--- src/design/contiguous_memory_allocator_top_macros.svh ---
// Assertion macros shared by the allocator design files.
// Depends on nothing; included by files that assert.
`ifndef CONTIGUOUS_MEMORY_ALLOCATOR_TOP_MACROS_SVH
`define CONTIGUOUS_MEMORY_ALLOCATOR_TOP_MACROS_SVH
// implication checked on every clock, off during reset
`define CMA_ASSERT_IMP(label, clk, rst_n, ante, cons) \
  label: assert property (@(posedge clk) disable iff (!rst_n) (ante) |-> (cons)) \
    else $error("assertion failed");
// next-cycle implication
`define CMA_ASSERT_NXT(label, clk, rst_n, ante, cons) \
  label: assert property (@(posedge clk) disable iff (!rst_n) (ante) |=> (cons)) \
    else $error("assertion failed");
`endif

--- src/design/cma_pkg.sv ---
// Package of the contiguous allocator: sizes, fit, status and opcode codes, entry types.
// Depends on nothing.
package cma_pkg;
  localparam int NumHoles  = 16;
  localparam int NumAllocs = 16;
  localparam int AddrBits  = 20;
  localparam int SizeBits  = AddrBits + 1;
  localparam int HIdxBits  = $clog2(NumHoles);
  localparam int AIdxBits  = $clog2(NumAllocs);

  typedef enum logic [1:0] {
    OP_REQUEST = 2'd0, OP_RELEASE = 2'd1, OP_COMPACT = 2'd2, OP_NONE = 2'd3
  } opcode_e;

  typedef enum logic [1:0] {
    FIT_FIRST = 2'd0, FIT_BEST = 2'd1, FIT_WORST = 2'd2, FIT_OTHER = 2'd3
  } fit_e;

  typedef enum logic [2:0] {
    ST_OK = 3'd0, ST_NOMEM = 3'd1, ST_ZERO = 3'd2, ST_COMPACT = 3'd3,
    ST_UNKNOWN = 3'd4, ST_FULL = 3'd5
  } status_e;

  typedef struct packed {
    logic [1:0]          opcode;
    logic [7:0]          process_id;
    logic [SizeBits-1:0] request_size;
    logic [1:0]          fit_mode;
  } req_t;

  typedef struct packed {
    logic [2:0]          status;
    logic [AddrBits-1:0] block_start;
    logic [AddrBits-1:0] block_end;
    logic [SizeBits-1:0] free_units;
  } rsp_t;

  // hole entry: start, size
  typedef struct packed {
    logic [AddrBits-1:0] start;
    logic [SizeBits-1:0] size;
  } hole_t;

  // allocation entry: owner, start, size
  typedef struct packed {
    logic [7:0]          owner;
    logic [AddrBits-1:0] start;
    logic [SizeBits-1:0] size;
  } alloc_t;
endpackage

--- src/design/cma_stream_if.sv ---
// Valid/ready stream interfaces, each carrying one payload type.
// Depends on cma_pkg for the payload types.
interface cma_req_if;
  import cma_pkg::*;
  logic valid;
  logic ready;
  req_t data;
  modport source (output valid, output data, input ready);
  modport sink   (input valid, input data, output ready);
endinterface

interface cma_rsp_if;
  import cma_pkg::*;
  logic valid;
  logic ready;
  rsp_t data;
  modport source (output valid, output data, input ready);
  modport sink   (input valid, input data, output ready);
endinterface

--- src/design/cma_ram.sv ---
// Generic single-port-write, single-read RAM with registered read data.
// Depends on nothing.
module cma_ram #(
  parameter int Width = 8,
  parameter int Depth = 16
) (
  input  logic                     clk_i,
  input  logic                     we_i,
  input  logic [$clog2(Depth)-1:0] waddr_i,
  input  logic [Width-1:0]         wdata_i,
  input  logic [$clog2(Depth)-1:0] raddr_i,
  output logic [Width-1:0]         rdata_o
);
  logic [Width-1:0] mem_q [Depth];

  always_ff @(posedge clk_i) begin
    if (we_i) mem_q[waddr_i] <= wdata_i;
    rdata_o <= mem_q[raddr_i];
  end
endmodule

--- src/design/contiguous_memory_allocator_top.sv ---
// Top level of the contiguous allocator: sequencer around two table RAMs.
// Depends on cma_pkg, cma_stream_if, cma_ram and the assertion macros.
`include "contiguous_memory_allocator_top_macros.svh"
// One command at a time. The hole and allocation tables sit in two RAMs with registered
// reads and are scanned one entry per cycle, except that a compact stops its allocation
// walk to rewrite each live allocation. A request picks the lowest free allocation slot,
// scans the hole RAM, then decides, writes back and responds; it responds after the scan
// when no hole fits, and at once when it is refused for too little free memory, a zero
// size or a full table; the unused opcode is also answered at once. A release searches
// for the owner's allocation, then scans the hole RAM, decides, writes back, merges and
// responds; it responds after the hole scan when the hole table is full, and after the
// whole allocation search for an unknown id. A compact walks the allocations and moves
// each live one to the front, then rewrites the hole table. The result waits in an
// output register; the next request is taken once that register is free. After reset
// and after each total_size write, the S_HCLR state rewrites the first hole entry
// before requests are taken again; a total_size write is taken only while idle.
module contiguous_memory_allocator_top (
  input  logic                       clk_i,
  input  logic                       rst_ni,
  input  logic                       cfg_we_i,
  input  logic [cma_pkg::SizeBits-1:0] cfg_wdata_i,
  cma_req_if.sink                    req_i,
  cma_rsp_if.source                  rsp_o
);
  import cma_pkg::*;

  typedef enum logic [3:0] {
    S_IDLE, S_ASCAN, S_AWAIT, S_HSCAN, S_HLAST, S_REQ_WR, S_REL_WR,
    S_REL_MRG, S_CMP_SCAN, S_CMP_WR, S_HCLR, S_DONE
  } state_e;

  localparam logic [SizeBits-1:0] MaxTotal = SizeBits'(1) << AddrBits;

  state_e              state_q;
  req_t                cmd_q;
  logic [SizeBits-1:0] total_q, free_q;
  logic [NumHoles-1:0] hvalid_q;
  logic [NumAllocs-1:0] avalid_q;
  logic [AIdxBits:0]   aidx_q;
  logic [HIdxBits:0]   hidx_q;
  logic [AIdxBits-1:0] aslot_q;
  alloc_t              aent_q;
  logic [HIdxBits-1:0] pick_q, left_q, right_q, spare_q;
  logic                phave_q, lhave_q, rhave_q, shave_q;
  hole_t               pent_q, lent_q, rent_q;
  logic [AddrBits-1:0] front_q;
  logic                rsp_valid_q;
  rsp_t                rsp_q;
  // hole rewrite after reset or a total_size write gives no result
  logic                cfg_pending_q;

  // hole RAM ports
  logic                h_we;
  logic [HIdxBits-1:0] h_waddr, h_raddr;
  hole_t               h_wdata, h_rdata;
  // allocation RAM ports
  logic                a_we;
  logic [AIdxBits-1:0] a_waddr, a_raddr;
  alloc_t              a_wdata, a_rdata;

  cma_ram #(.Width($bits(hole_t)), .Depth(NumHoles)) u_hole_ram (
    .clk_i, .we_i(h_we), .waddr_i(h_waddr), .wdata_i(h_wdata),
    .raddr_i(h_raddr), .rdata_o(h_rdata)
  );
  cma_ram #(.Width($bits(alloc_t)), .Depth(NumAllocs)) u_alloc_ram (
    .clk_i, .we_i(a_we), .waddr_i(a_waddr), .wdata_i(a_wdata),
    .raddr_i(a_raddr), .rdata_o(a_rdata)
  );

  assign req_i.ready = (state_q == S_IDLE) && !rsp_valid_q && !cfg_we_i;
  assign rsp_o.valid = rsp_valid_q;
  assign rsp_o.data  = rsp_q;

  // index of the entry read last cycle, and the RAM read addresses
  logic [HIdxBits-1:0] hprev;
  logic [AIdxBits-1:0] aprev;
  assign hprev = hidx_q[HIdxBits-1:0] - HIdxBits'(1);
  assign aprev = aidx_q[AIdxBits-1:0] - AIdxBits'(1);
  assign h_raddr = hidx_q[HIdxBits-1:0];
  assign a_raddr = aidx_q[AIdxBits-1:0];

  // lowest free allocation slot
  logic [AIdxBits-1:0] free_slot;
  always_comb begin
    free_slot = '0;
    for (int i = NumAllocs - 1; i >= 0; i--) begin
      if (!avalid_q[i]) free_slot = AIdxBits'(i);
    end
  end

  // fit comparison of the entry just read against the current pick
  logic hv_cur, fits, better;
  always_comb begin
    hv_cur = hvalid_q[hprev];
    fits   = hv_cur && (h_rdata.size >= cmd_q.request_size);
    case (cmd_q.fit_mode)
      FIT_BEST:  better = (h_rdata.size < pent_q.size) ||
                 (h_rdata.size == pent_q.size && h_rdata.start < pent_q.start);
      FIT_WORST: better = (h_rdata.size > pent_q.size) ||
                 (h_rdata.size == pent_q.size && h_rdata.start < pent_q.start);
      default:   better = h_rdata.start < pent_q.start;
    endcase
  end

  // release adjacency of the entry just read
  logic [SizeBits:0] hend, aend;
  assign hend = {1'b0, h_rdata.size} + (SizeBits+1)'(h_rdata.start);
  assign aend = {1'b0, aent_q.size} + (SizeBits+1)'(aent_q.start);

  // clamped configuration value
  logic [SizeBits-1:0] cfg_clamped;
  assign cfg_clamped = (cfg_wdata_i == '0) ? SizeBits'(1) :
                       (cfg_wdata_i > MaxTotal) ? MaxTotal : cfg_wdata_i;

  // RAM writes decided by state
  always_comb begin
    h_we = 1'b0; h_waddr = '0; h_wdata = '0;
    a_we = 1'b0; a_waddr = '0; a_wdata = '0;
    unique case (state_q)
      S_REQ_WR: begin
        h_we = 1'b1; h_waddr = pick_q;
        h_wdata.start = pent_q.start + cmd_q.request_size[AddrBits-1:0];
        h_wdata.size  = pent_q.size - cmd_q.request_size;
        a_we = 1'b1; a_waddr = aslot_q;
        a_wdata.owner = cmd_q.process_id;
        a_wdata.start = pent_q.start;
        a_wdata.size  = cmd_q.request_size;
      end
      S_REL_WR: begin
        h_we = 1'b1;
        if (lhave_q) begin
          h_waddr = left_q;
          h_wdata.start = lent_q.start;
          h_wdata.size  = lent_q.size + aent_q.size + (rhave_q ? rent_q.size : '0);
        end else if (rhave_q) begin
          h_waddr = right_q;
          h_wdata.start = aent_q.start;
          h_wdata.size  = rent_q.size + aent_q.size;
        end else begin
          h_waddr = spare_q;
          h_wdata.start = aent_q.start;
          h_wdata.size  = aent_q.size;
        end
      end
      S_CMP_WR: begin
        a_we = 1'b1; a_waddr = aslot_q;
        a_wdata.owner = aent_q.owner;
        a_wdata.start = front_q;
        a_wdata.size  = aent_q.size;
      end
      S_HCLR: begin
        h_we = 1'b1; h_waddr = '0;
        h_wdata.start = front_q;
        h_wdata.size  = free_q;
      end
      default: ;
    endcase
  end

  // sequencer
  always_ff @(posedge clk_i or negedge rst_ni) begin
    if (!rst_ni) begin
      state_q       <= S_HCLR;
      cfg_pending_q <= 1'b1;
      total_q       <= MaxTotal;
      free_q        <= MaxTotal;
      hvalid_q      <= '0;
      avalid_q      <= '0;
      rsp_valid_q   <= 1'b0;
      aidx_q <= '0; hidx_q <= '0; aslot_q <= '0;
      phave_q <= 1'b0; lhave_q <= 1'b0; rhave_q <= 1'b0; shave_q <= 1'b0;
      pick_q <= '0; left_q <= '0; right_q <= '0; spare_q <= '0;
      front_q <= '0;
    end else begin
      if (rsp_valid_q && rsp_o.ready) rsp_valid_q <= 1'b0;
      unique case (state_q)
        S_IDLE: begin
          if (cfg_we_i) begin
            total_q       <= cfg_clamped;
            free_q        <= cfg_clamped;
            avalid_q      <= '0;
            hvalid_q      <= '0;
            cfg_pending_q <= 1'b1;
            state_q       <= S_HCLR;
            front_q       <= '0;
          end else if (req_i.valid && req_i.ready) begin
            cmd_q    <= req_i.data;
            aidx_q   <= '0;
            hidx_q   <= '0;
            phave_q  <= 1'b0; lhave_q <= 1'b0; rhave_q <= 1'b0; shave_q <= 1'b0;
            front_q  <= '0;
            unique case (req_i.data.opcode)
              OP_REQUEST: begin
                if (free_q < req_i.data.request_size) begin
                  rsp_q <= '{ST_NOMEM, '0, '0, free_q}; state_q <= S_DONE;
                end else if (req_i.data.request_size == '0) begin
                  rsp_q <= '{ST_ZERO, '0, '0, free_q}; state_q <= S_DONE;
                end else if (&avalid_q) begin
                  rsp_q <= '{ST_FULL, '0, '0, free_q}; state_q <= S_DONE;
                end else state_q <= S_ASCAN;
              end
              OP_RELEASE: state_q <= S_ASCAN;
              OP_COMPACT: state_q <= S_CMP_SCAN;
              default: begin
                rsp_q <= '{ST_OK, '0, '0, free_q}; state_q <= S_DONE;
              end
            endcase
          end
        end
        // find lowest free slot (request) or lowest slot owned by pid (release)
        S_ASCAN: begin
          if (cmd_q.opcode == OP_REQUEST) begin
            aslot_q <= free_slot;
            state_q <= S_HSCAN;
          end else begin
            if (aidx_q != '0 && avalid_q[aprev] && a_rdata.owner == cmd_q.process_id) begin
              aslot_q <= aprev; aent_q <= a_rdata;
              state_q <= S_HSCAN;
            end else if (aidx_q == (AIdxBits+1)'(NumAllocs)) begin
              rsp_q <= '{ST_UNKNOWN, '0, '0, free_q}; state_q <= S_DONE;
            end else aidx_q <= aidx_q + (AIdxBits+1)'(1);
          end
        end
        // one hole entry per cycle; data for index hidx_q-1 arrives
        S_HSCAN: begin
          if (hidx_q != '0) begin
            if (cmd_q.opcode == OP_REQUEST) begin
              if (fits && (!phave_q || better)) begin
                phave_q <= 1'b1; pick_q <= hprev; pent_q <= h_rdata;
              end
            end else begin
              if (!hv_cur) begin
                if (!shave_q) begin shave_q <= 1'b1; spare_q <= hprev; end
              end else if (hend == (SizeBits+1)'(aent_q.start)) begin
                lhave_q <= 1'b1; left_q <= hprev; lent_q <= h_rdata;
              end else if (h_rdata.start == aend[AddrBits-1:0] &&
                           aend[SizeBits:AddrBits] == '0) begin
                rhave_q <= 1'b1; right_q <= hprev; rent_q <= h_rdata;
              end
            end
          end
          if (hidx_q == (HIdxBits+1)'(NumHoles)) state_q <= S_HLAST;
          else hidx_q <= hidx_q + (HIdxBits+1)'(1);
        end
        S_HLAST: begin
          if (cmd_q.opcode == OP_REQUEST) begin
            if (!phave_q) begin
              rsp_q <= '{ST_COMPACT, '0, '0, free_q}; state_q <= S_DONE;
            end else state_q <= S_REQ_WR;
          end else begin
            if (!lhave_q && !rhave_q && !shave_q) begin
              rsp_q <= '{ST_FULL, '0, '0, free_q}; state_q <= S_DONE;
            end else state_q <= S_REL_WR;
          end
        end
        S_REQ_WR: begin
          avalid_q[aslot_q] <= 1'b1;
          if (pent_q.size == cmd_q.request_size) hvalid_q[pick_q] <= 1'b0;
          free_q <= free_q - cmd_q.request_size;
          rsp_q <= '{ST_OK, pent_q.start,
                     pent_q.start + cmd_q.request_size[AddrBits-1:0] - AddrBits'(1),
                     free_q - cmd_q.request_size};
          state_q <= S_DONE;
        end
        S_REL_WR: begin
          avalid_q[aslot_q] <= 1'b0;
          if (lhave_q && rhave_q) hvalid_q[right_q] <= 1'b0;
          else if (!lhave_q && !rhave_q) hvalid_q[spare_q] <= 1'b1;
          free_q <= free_q + aent_q.size;
          rsp_q <= '{ST_OK, aent_q.start,
                     aent_q.start + aent_q.size[AddrBits-1:0] - AddrBits'(1),
                     free_q + aent_q.size};
          state_q <= S_REL_MRG;
        end
        S_REL_MRG: state_q <= S_DONE;
        // walk allocations, rewrite starts; read data is registered
        S_CMP_SCAN: begin
          if (aidx_q != '0 && avalid_q[aprev]) begin
            aslot_q <= aprev; aent_q <= a_rdata; state_q <= S_CMP_WR;
          end else if (aidx_q == (AIdxBits+1)'(NumAllocs)) begin
            state_q <= S_HCLR;
          end else aidx_q <= aidx_q + (AIdxBits+1)'(1);
        end
        S_CMP_WR: begin
          front_q <= front_q + aent_q.size[AddrBits-1:0];
          if (aidx_q == (AIdxBits+1)'(NumAllocs)) begin
            state_q <= S_HCLR;
          end else begin
            aidx_q <= aidx_q + (AIdxBits+1)'(1);
            state_q <= S_CMP_SCAN;
          end
        end
        // single hole at front_q; idle again after a rewrite, else the compact result
        S_HCLR: begin
          hvalid_q <= {{(NumHoles-1){1'b0}}, free_q != '0};
          if (cfg_pending_q) begin
            cfg_pending_q <= 1'b0;
            state_q <= S_IDLE;
          end else begin
            rsp_q <= '{ST_OK, '0, '0, free_q};
            state_q <= S_DONE;
          end
        end
        S_DONE: begin
          rsp_valid_q <= 1'b1;
          state_q <= S_IDLE;
        end
        default: state_q <= S_IDLE;
      endcase
    end
  end

  `CMA_ASSERT_IMP(a_ready_idle, clk_i, rst_ni, req_i.ready, state_q == S_IDLE && !rsp_valid_q)
  `CMA_ASSERT_NXT(a_accept_busy, clk_i, rst_ni, req_i.valid && req_i.ready, state_q != S_IDLE)
  `CMA_ASSERT_IMP(a_free_le_total, clk_i, rst_ni, 1'b1, free_q <= total_q)
endmodule

--- src/flat_wrapper.sv ---
// flat-port wrapper written by rule: the top's interface ports become plain ports
module contiguous_memory_allocator_top_flat import cma_pkg::*;
  (clk_i, rst_ni, cfg_we_i, cfg_wdata_i, req_i_valid, req_i_data, req_i_ready, rsp_o_valid, rsp_o_data, rsp_o_ready);
  cma_req_if req_i_i ();
  cma_rsp_if rsp_o_i ();
  input  logic clk_i;
  input  logic rst_ni;
  input  logic cfg_we_i;
  input  logic [cma_pkg::SizeBits-1:0] cfg_wdata_i;
  input wire logic [$bits(req_i_i.valid)-1:0] req_i_valid;
  input wire logic [$bits(req_i_i.data)-1:0] req_i_data;
  output wire logic [$bits(req_i_i.ready)-1:0] req_i_ready;
  output wire logic [$bits(rsp_o_i.valid)-1:0] rsp_o_valid;
  output wire logic [$bits(rsp_o_i.data)-1:0] rsp_o_data;
  input wire logic [$bits(rsp_o_i.ready)-1:0] rsp_o_ready;
  assign req_i_i.valid = req_i_valid;
  assign req_i_i.data = req_i_data;
  assign req_i_ready = req_i_i.ready;
  assign rsp_o_valid = rsp_o_i.valid;
  assign rsp_o_data = rsp_o_i.data;
  assign rsp_o_i.ready = rsp_o_ready;
  contiguous_memory_allocator_top u_core (.clk_i(clk_i), .rst_ni(rst_ni), .cfg_we_i(cfg_we_i), .cfg_wdata_i(cfg_wdata_i), .req_i(req_i_i), .rsp_o(rsp_o_i));
endmodule
--- config.mk ---
export PLATFORM = sky130hd
export DESIGN_NAME = contiguous_memory_allocator_top_flat
export DESIGN_NICKNAME = d
export VERILOG_FILES = /design/src/design/cma_pkg.sv /design/src/design/cma_stream_if.sv /design/src/design/cma_ram.sv /design/src/design/contiguous_memory_allocator_top.sv /design/src/flat_wrapper.sv
export VERILOG_INCLUDE_DIRS = /design/src /design/src/design
export SDC_FILE = /design/constraint.sdc
export NUM_CORES = 2
export LEC_CHECK = 0
export BUFFER_PORTS_ARGS = -buffer_cell sky130_fd_sc_hd__buf_2
export CORE_ASPECT_RATIO = 1.5
export CORE_MARGIN = 2
export CORE_UTILIZATION = 63
export DETAILED_ROUTE_END_ITERATION = 16
export GPL_TIMING_DRIVEN = 0
export HOLD_SLACK_MARGIN = 0.02
export PLACE_DENSITY = 0.79
export SETUP_SLACK_MARGIN = 0.3
export SYNTH_ARGS = -nofsm -noshare
export SYNTH_HDL_FRONTEND = slang
export SYNTH_SLANG_ARGS = --single-unit
--- constraint.sdc ---
create_clock -name clk_i -period 12.4 [get_ports clk_i]
set_input_delay 0 -clock clk_i [delete_from_list [all_inputs] [get_ports clk_i]]
set_output_delay 0 -clock clk_i [all_outputs]
set_load 0.005 [all_outputs]
; ---- Word-level counts from Yosys, hierarchy flattened
; Memories as Yosys holds them, arrays and structs flattened. A register that Yosys moved wholly into a read port is not among the register bits.
; Index checks and enable logic that the tools add are counted.
[totals]
regBits = 362
latch_bits = 0
ram_bits = 1440
rom_bits = 0
in_bits = 59
out_inout_bits = 66
elab_cells = 336
n_memories = 2
[memory_table]
columns = name, words, word_bits, rd, rd_clocked_by_memory_dff, wr, line
row1 = u_core.u_alloc_ram.mem_q, 16, 49, 1, 1, 1, cma_ram.sv:14  ; logic [Width-1:0] mem_q [Depth];
row2 = u_core.u_hole_ram.mem_q, 16, 41, 1, 1, 1, cma_ram.sv:14
[classes]
add_sub_neg = 17
n_mul = 0
div = 0
magnitude_cmp = 16
n_eq_ne = 52
shifts = 0
muxes = 131
n_bitwise = 13
reduce_logical = 71
[ops]
columns = op, n
row1 = 64-bit two-way mux, 12
row2 = 64-bit one-hot mux with 6 select lines, 1
row3 = 49-bit one-hot mux with 2 select lines, 2
row4 = 4-bit two-way mux, 37
row5 = 49-bit two-way mux, 3
row6 = 64-bit one-hot mux with 2 select lines, 1
row7 = 41-bit one-hot mux with 3 select lines, 1
row8 = 21-bit two-way mux, 5
row9 = 21-bit adder, 4
row10 = 16-bit two-way mux, 4
row11 = 16-bit one-hot mux with 4 select lines, 1
row12 = 21-bit one-hot mux with 3 select lines, 1
row13 = 20-bit adder, 3
row14 = 16-bit AND, 3
row15 = 16-bit NOT, 3
row16 = 16-bit one-hot mux with 3 select lines, 1
row17 = 21-bit by 20-bit adder with 22-bit output, 2
row18 = 21-bit == test, 2
row19 = 21-bit logical NOT, 2
row20 = 21-bit < comparator, 2
row21 = 21-bit subtractor, 2
row22 = 41-bit two-way mux, 1
row23 = 20-bit two-way mux, 2
row24 = 20-bit one-hot mux with 2 select lines, 1
row25 = other kinds (60), 204

; ---- Longest topological paths before layout
[depth]
word_depth = 18
ltp_mapped = 19
depth_no_buf = 15

; ---- Hierarchy
; A second synthesis with hierarchy kept.
[hier_totals]
hier_cells = 5483
area_unflattened_um2 = 84952.7
[modules_own_cells]
columns = mod, n_inst, cells_per_inst, area_each_um2, seq_area_each_um2
row1 = cma_ram (u_core.u_alloc_ram), 1, 1268, 30336.6, 24523.5
row2 = contiguous_memory_allocator_top, 1, 3149, 29246.8, 10309.9
row3 = cma_ram (u_core.u_hole_ram), 1, 1066, 25369.3, 20519.7

; ---- Least setup slack after synthesis
; OpenSTA, ideal clock, no wires.
[synth_timing]
kind = reg-to-reg
from = register u_core.aidx_q[1]
to = register u_core.rsp_q (netlist bit u_core.rsp_o.data[0]) (enable)
setup_time_ns = 0.602
arrival_ns = 8.076
required_ns = 11.798
path_slack_ns = 3.722
path_stages_with_launch = 13
period_less_slack_ns = 8.678
path_cell_list = dfrtp_1 -> clkbuf_1 -> clkbuf_1 -> buf_1 -> inv_1 -> ha_1 -> xnor2_2 -> mux4_2 -> mux4_2 -> o21ai_2 -> nor2_2 -> o21ba_1 -> a311oi_1
[synth_between]
elab_chain_len = 7
word_cells_on_any_way = 10
[synth_rtl]
columns = element, line
row1 = start: declaration, contiguous_memory_allocator_top.sv:39  ; logic [AIdxBits:0] aidx_q;
row2 = start signal: assignment, contiguous_memory_allocator_top.sv:221  ; end else aidx_q <= aidx_q + (AIdxBits+1)'(1);
row3 = start signal: assignment, contiguous_memory_allocator_top.sv:282  ; end else aidx_q <= aidx_q + (AIdxBits+1)'(1);
row4 = start signal: assignment, contiguous_memory_allocator_top.sv:289  ; aidx_q <= aidx_q + (AIdxBits+1)'(1);
row5 = 4-bit by 1-bit subtractor with 4-bit output, contiguous_memory_allocator_top.sv:78  ; assign aprev = aidx_q[AIdxBits-1:0] - AIdxBits'(1);
row6 = 1-bit binary-select mux with 4-bit select, contiguous_memory_allocator_top.sv:216  ; if (aidx_q != '0 && avalid_q[aprev] && a_rdata.owner == cmd_q.process_id) begin
row7 = 1-bit two-way mux (implied by the code), contiguous_memory_allocator_top.sv:216
row8 = 1-bit logical AND (2 in a row), contiguous_memory_allocator_top.sv:216
row9 = 2-bit != test (no source line), --
row10 = 12-bit AND reduction (no source line) *, --
row11 = end signal: assignment, contiguous_memory_allocator_top.sv:260  ; rsp_q <= '{ST_OK, pent_q.start,
row12 = end signal: assignment, contiguous_memory_allocator_top.sv:270  ; rsp_q <= '{ST_OK, aent_q.start,
row13 = end signal: assignment, contiguous_memory_allocator_top.sv:300  ; rsp_q <= '{ST_OK, '0, '0, free_q};
row14 = end: declaration, contiguous_memory_allocator_top.sv:48  ; rsp_t rsp_q;
; Every way passes the cells marked *; elsewhere a longest branch is shown, timed or not. The select of a mux whose other input is x is not followed.
; A chain may end at the register's enable or synchronous reset.

==> flow_summary.json <==
{
  "outcome": "finished with violations",
  "violations": "capacitance limit, slew limit",
  "grt_start_max_net_pins": 63,
  "drive_gt1_frac": 0.1747,
  "timing.hold.ws_ns": 0.06515,
  "syn_avg_cell_area_um2": 16.01,
  "met2WireLength_um": 137200,
  "route.met3.wl_um": 29600,
  "p_int_mw": 13.63,
  "dr_total_vias": 54850,
  "yosysWarnings": 0,
  "cap_violations": 2,
  "grt_pass1_vias": 55230,
  "path_cells": "buf_1 > clkbuf_1 > clkbuf_1 > clkbuf_1 > and2_1 > fa_1 > ha_1 > inv_1 > fa_1 > nand2b_1 > a21oi_1 > nor3_1 > o21bai_1 > a31o_2 > a41o_1 > o41ai_1 > o21ai_0 > mux2_2 > o211ai_1",
  "drv_slew": 24,
  "via_per_inst": 7.094,
  "cp-end-kind": "flip-flop",
  "crit_path_frequent_cell": "clkbuf_1",
  "cp_max_fo": 16,
  "setup_viol": 0,
  "total_leakage_power_nw": 33.45,
  "cts_made_buffers": 166,
  "power.switching_mw": 7.416,
  "die-area_um2": 138300,
  "cp.required_ns": 12.85,
  "postRouteWirelength_um": 282200,
  "dp_hpwl_um": 183900,
  "power-per-cell-area_nw_per_um2": 217.2,
  "synth-edff-count": 1689,
  "fp.dieW_um": 304.3,
  "port_buffers": 124,
  "hold_path_class": "in -> reg",
  "fp-row-count": 165,
  "synth_cell_types": 96,
  "path_buf_inv": 5,
  "slew_headroom": -0.009334,
  "slowest_delay_ns": 0.60,
  "slowest_stage": "buf_1",
  "seqPwrFrac": 0.411,
  "wl_per_cell_um": 36.50,
  "combPwrFrac": 0.329,
  "ant_nets": 0,
  "synthFlopType": "edfxtp_1",
  "critical-path-top-delay-family": "buffers and inverters",
  "tightestPinTransition_ns": 1.514,
  "layout_commonest_cell": "edfxtp_1",
  "gp_congestion": 1.023,
  "yosys-top-cells-area": "edfxtp_1, mux4_2, ha_1",
  "vdd.ir_drop.worst_mv": 0.1721,
  "grt_pass1_wl_um": 395700,
  "top_layer": "met5",
  "final.period_utilization": 0.5663,
  "max_freq_ghz": 0.1424,
  "clock_latency_ns": 0.87,
  "period_needed_ns": 7.022,
  "antenna_found_initial": 19,
  "post-route-drc-count": 0,
  "syn_nets": 5718,
  "syn_inst": 5323,
  "p_sw_frac": 0.3524,
  "die_h_um": 454.5,
  "yosysTopAreaCellShare": 0.5951,
  "clkSlewWorstSetupHoldPaths_ns": 0.06,
  "cts_max_path_buffers": 3,
  "ioPinCount": 125,
  "clockRootBuffer": "clkbuf_16",
  "area_growth_pct": 13.66,
  "start_util": 0.6332,
  "critPathLaunchType": "flip-flop",
  "grt.total_usage": 0.4123,
  "utilization": 0.7197,
  "htree_levels": 4,
  "post_cts_resized": 0,
  "wl_met1_um": 87910,
  "hold_viol": 0,
  "yosysSeqAreaShare": 0.6494,
  "nets": 6218,
  "firstDrtPassIters": 6,
  "design_area_um2": 96880,
  "critical_path_class": "reg -> reg",
  "fin_skew_ns": 0.04987,
  "synthesis.area_um2": 85230,
  "rsz0062_at_grt": "no",
  "drtIter0Drc": 7458,
  "cp.arrival_ns": 7.47,
  "layout_common_cells": "edfxtp_1, mux4_2, ha_1",
  "synth_seq_cells": 1892,
  "cts_tree": "built",
  "cts_sinks": 1892,
  "overflow": 0,
  "ys_async_sr_fraction": 0.05973,
  "synth_largest_area_cell": "edfxtp_1",
  "postPlaceCellArea_um2": 89940,
  "fp.coreArea_um2": 134600,
  "pwr-share-clk": 0.260,
  "cts_setup_buffers": 0
}
==> stage by stage <==
step / std cells / worst slack, ns / total power, mW / setup TNS (ns)
finish: 7732 / 5.378 / 21.05 / 0
detailed placement: 7295 / 5.402 / 15.25 / 0
global placement: 7200 / -1.252 / 14.99 / -77.38
global route: 7723 / 5.068 / 21.62 / 0
floorplan: 5323 / 3.722 / 12.81 / 0
CTS: 7717 / 5.387 / 20.76 / 0
==> sequential cells by signal (all words and copies together), names as in the netlist, 41 cells and up <==
name,count
u_core.u_alloc_ram.mem_q,784
u_core.u_hole_ram.mem_q,656
u_core.rsp_o.data,64
u_core.aent_q,49
u_core.u_alloc_ram.rdata_o,49
u_core.lent_q,41
u_core.pent_q,41
u_core.u_hole_ram.rdata_o,41
==> Yosys cell counts, types with 18 or more instances <==
cell type  count
a211oi_1      23
a21o_1        81
a21oi_1      240
a221o_1       18
a22o_1        28
a22oi_1       23
a31oi_1       59
and2_1        29
and3_1        25
buf_1         61
clkbuf_1     139
dfrtp_1      109
dfxtp_1       90
edfxtp_1    1689
fa_1          30
ha_1         306
inv_1        233
mux2i_1       50
mux4_2       459
nand2_1      271
nand2b_1      34
nand3_1       59
nand4_1       39
nor2_1       240
nor2b_1       31
nor3_1        79
nor4_1        36
o211ai_1      24
o21a_1        40
o21ai_0      223
o21bai_1      26
o22ai_1       46
or3_1         22
xnor2_1      135
xor2_1        80
==> final timing paths <==
kind	slack [ns]	startpoint	end	cells after the start
max	5.38	u_core.rhave_q	u_core.u_hole_ram.mem_q[5][19]	19
min	0.07	cfg_wdata_i[1]	u_core.free_q[1]	4
max reg2reg	5.38	u_core.rhave_q	u_core.u_hole_ram.mem_q[5][19]	19
min reg2reg	0.41	u_core.u_alloc_ram.rdata_o[25]	u_core.aent_q[25]	0
max in group asynchronous	11.68	rst_ni	u_core.free_q[20]	4
min in group asynchronous	0.32	rst_ni	u_core.cfg_pending_q	3
==> power by group through the flow <==
stage                     Combinational [mW]  Clock (mW)  Sequential, mW
final                                   6.92        5.47            8.65
after global routing                    7.30        5.67            8.65
after global placement                  6.25           0            8.75
after detailed placement                6.55           0            8.70
after floorplan                         4.49           0            8.31
after CTS                               6.73        5.45            8.58
==> per-layer routing <==
metal,global-route usage,up-vias
li1,-,22160
met1,0.4619,27400
met2,0.6791,4164
met3,0.09830,1115
met4,0.3350,14
met5,0,-
==> worst reg2reg max path, delay by kind of cell (launching register included) <==
kind / cells / cell delay, ns
AO/OA/AOI/OAI: 7 / 2.12
AND/OR/NAND/NOR: 3 / 0.59
adder cells (fa/ha/maj): 3 / 0.84
buffers and inverters: 5 / 2.33
multiplexers: 1 / 0.32
flip-flops: 1 / 0.43
==> final cells by class <==
cell class	count	area (um2)
well taps	1753	2193
repair buffers	332	3393
clock inverters	96	1191
fillers	8182	37720
flip-flops and latches	1892	55350
clock buffers	218	4509
inverters	233	874.6
diodes	10	25.02
multi-input cells	2993	28550
plain buffers	205	792.0
==> logic make-up (layout without fill, tap and decap cells) <==
kind of cell | Yosys count | after routing | share of synthesized area
flops | 1892 | 1892 | 0.6494
compound gates | 977 | 977 | 0.07415
simple gates | 939 | 939 | 0.05326
mux | 524 | 524 | 0.1291
buf+inv | 438 | 1084 | 0.01951
fa+ha+maj | 336 | 336 | 0.05197
xor+xnor | 217 | 217 | 0.02255
other cells | 0 | 10 | 0
==> what timing repair did <==
action,4_1_cts,5_1_grt
endpoints found under the hold margin,212,0
hold buffers,108,0
setup endpoints to repair,0,0
Power figures use the tool's default switching activity.
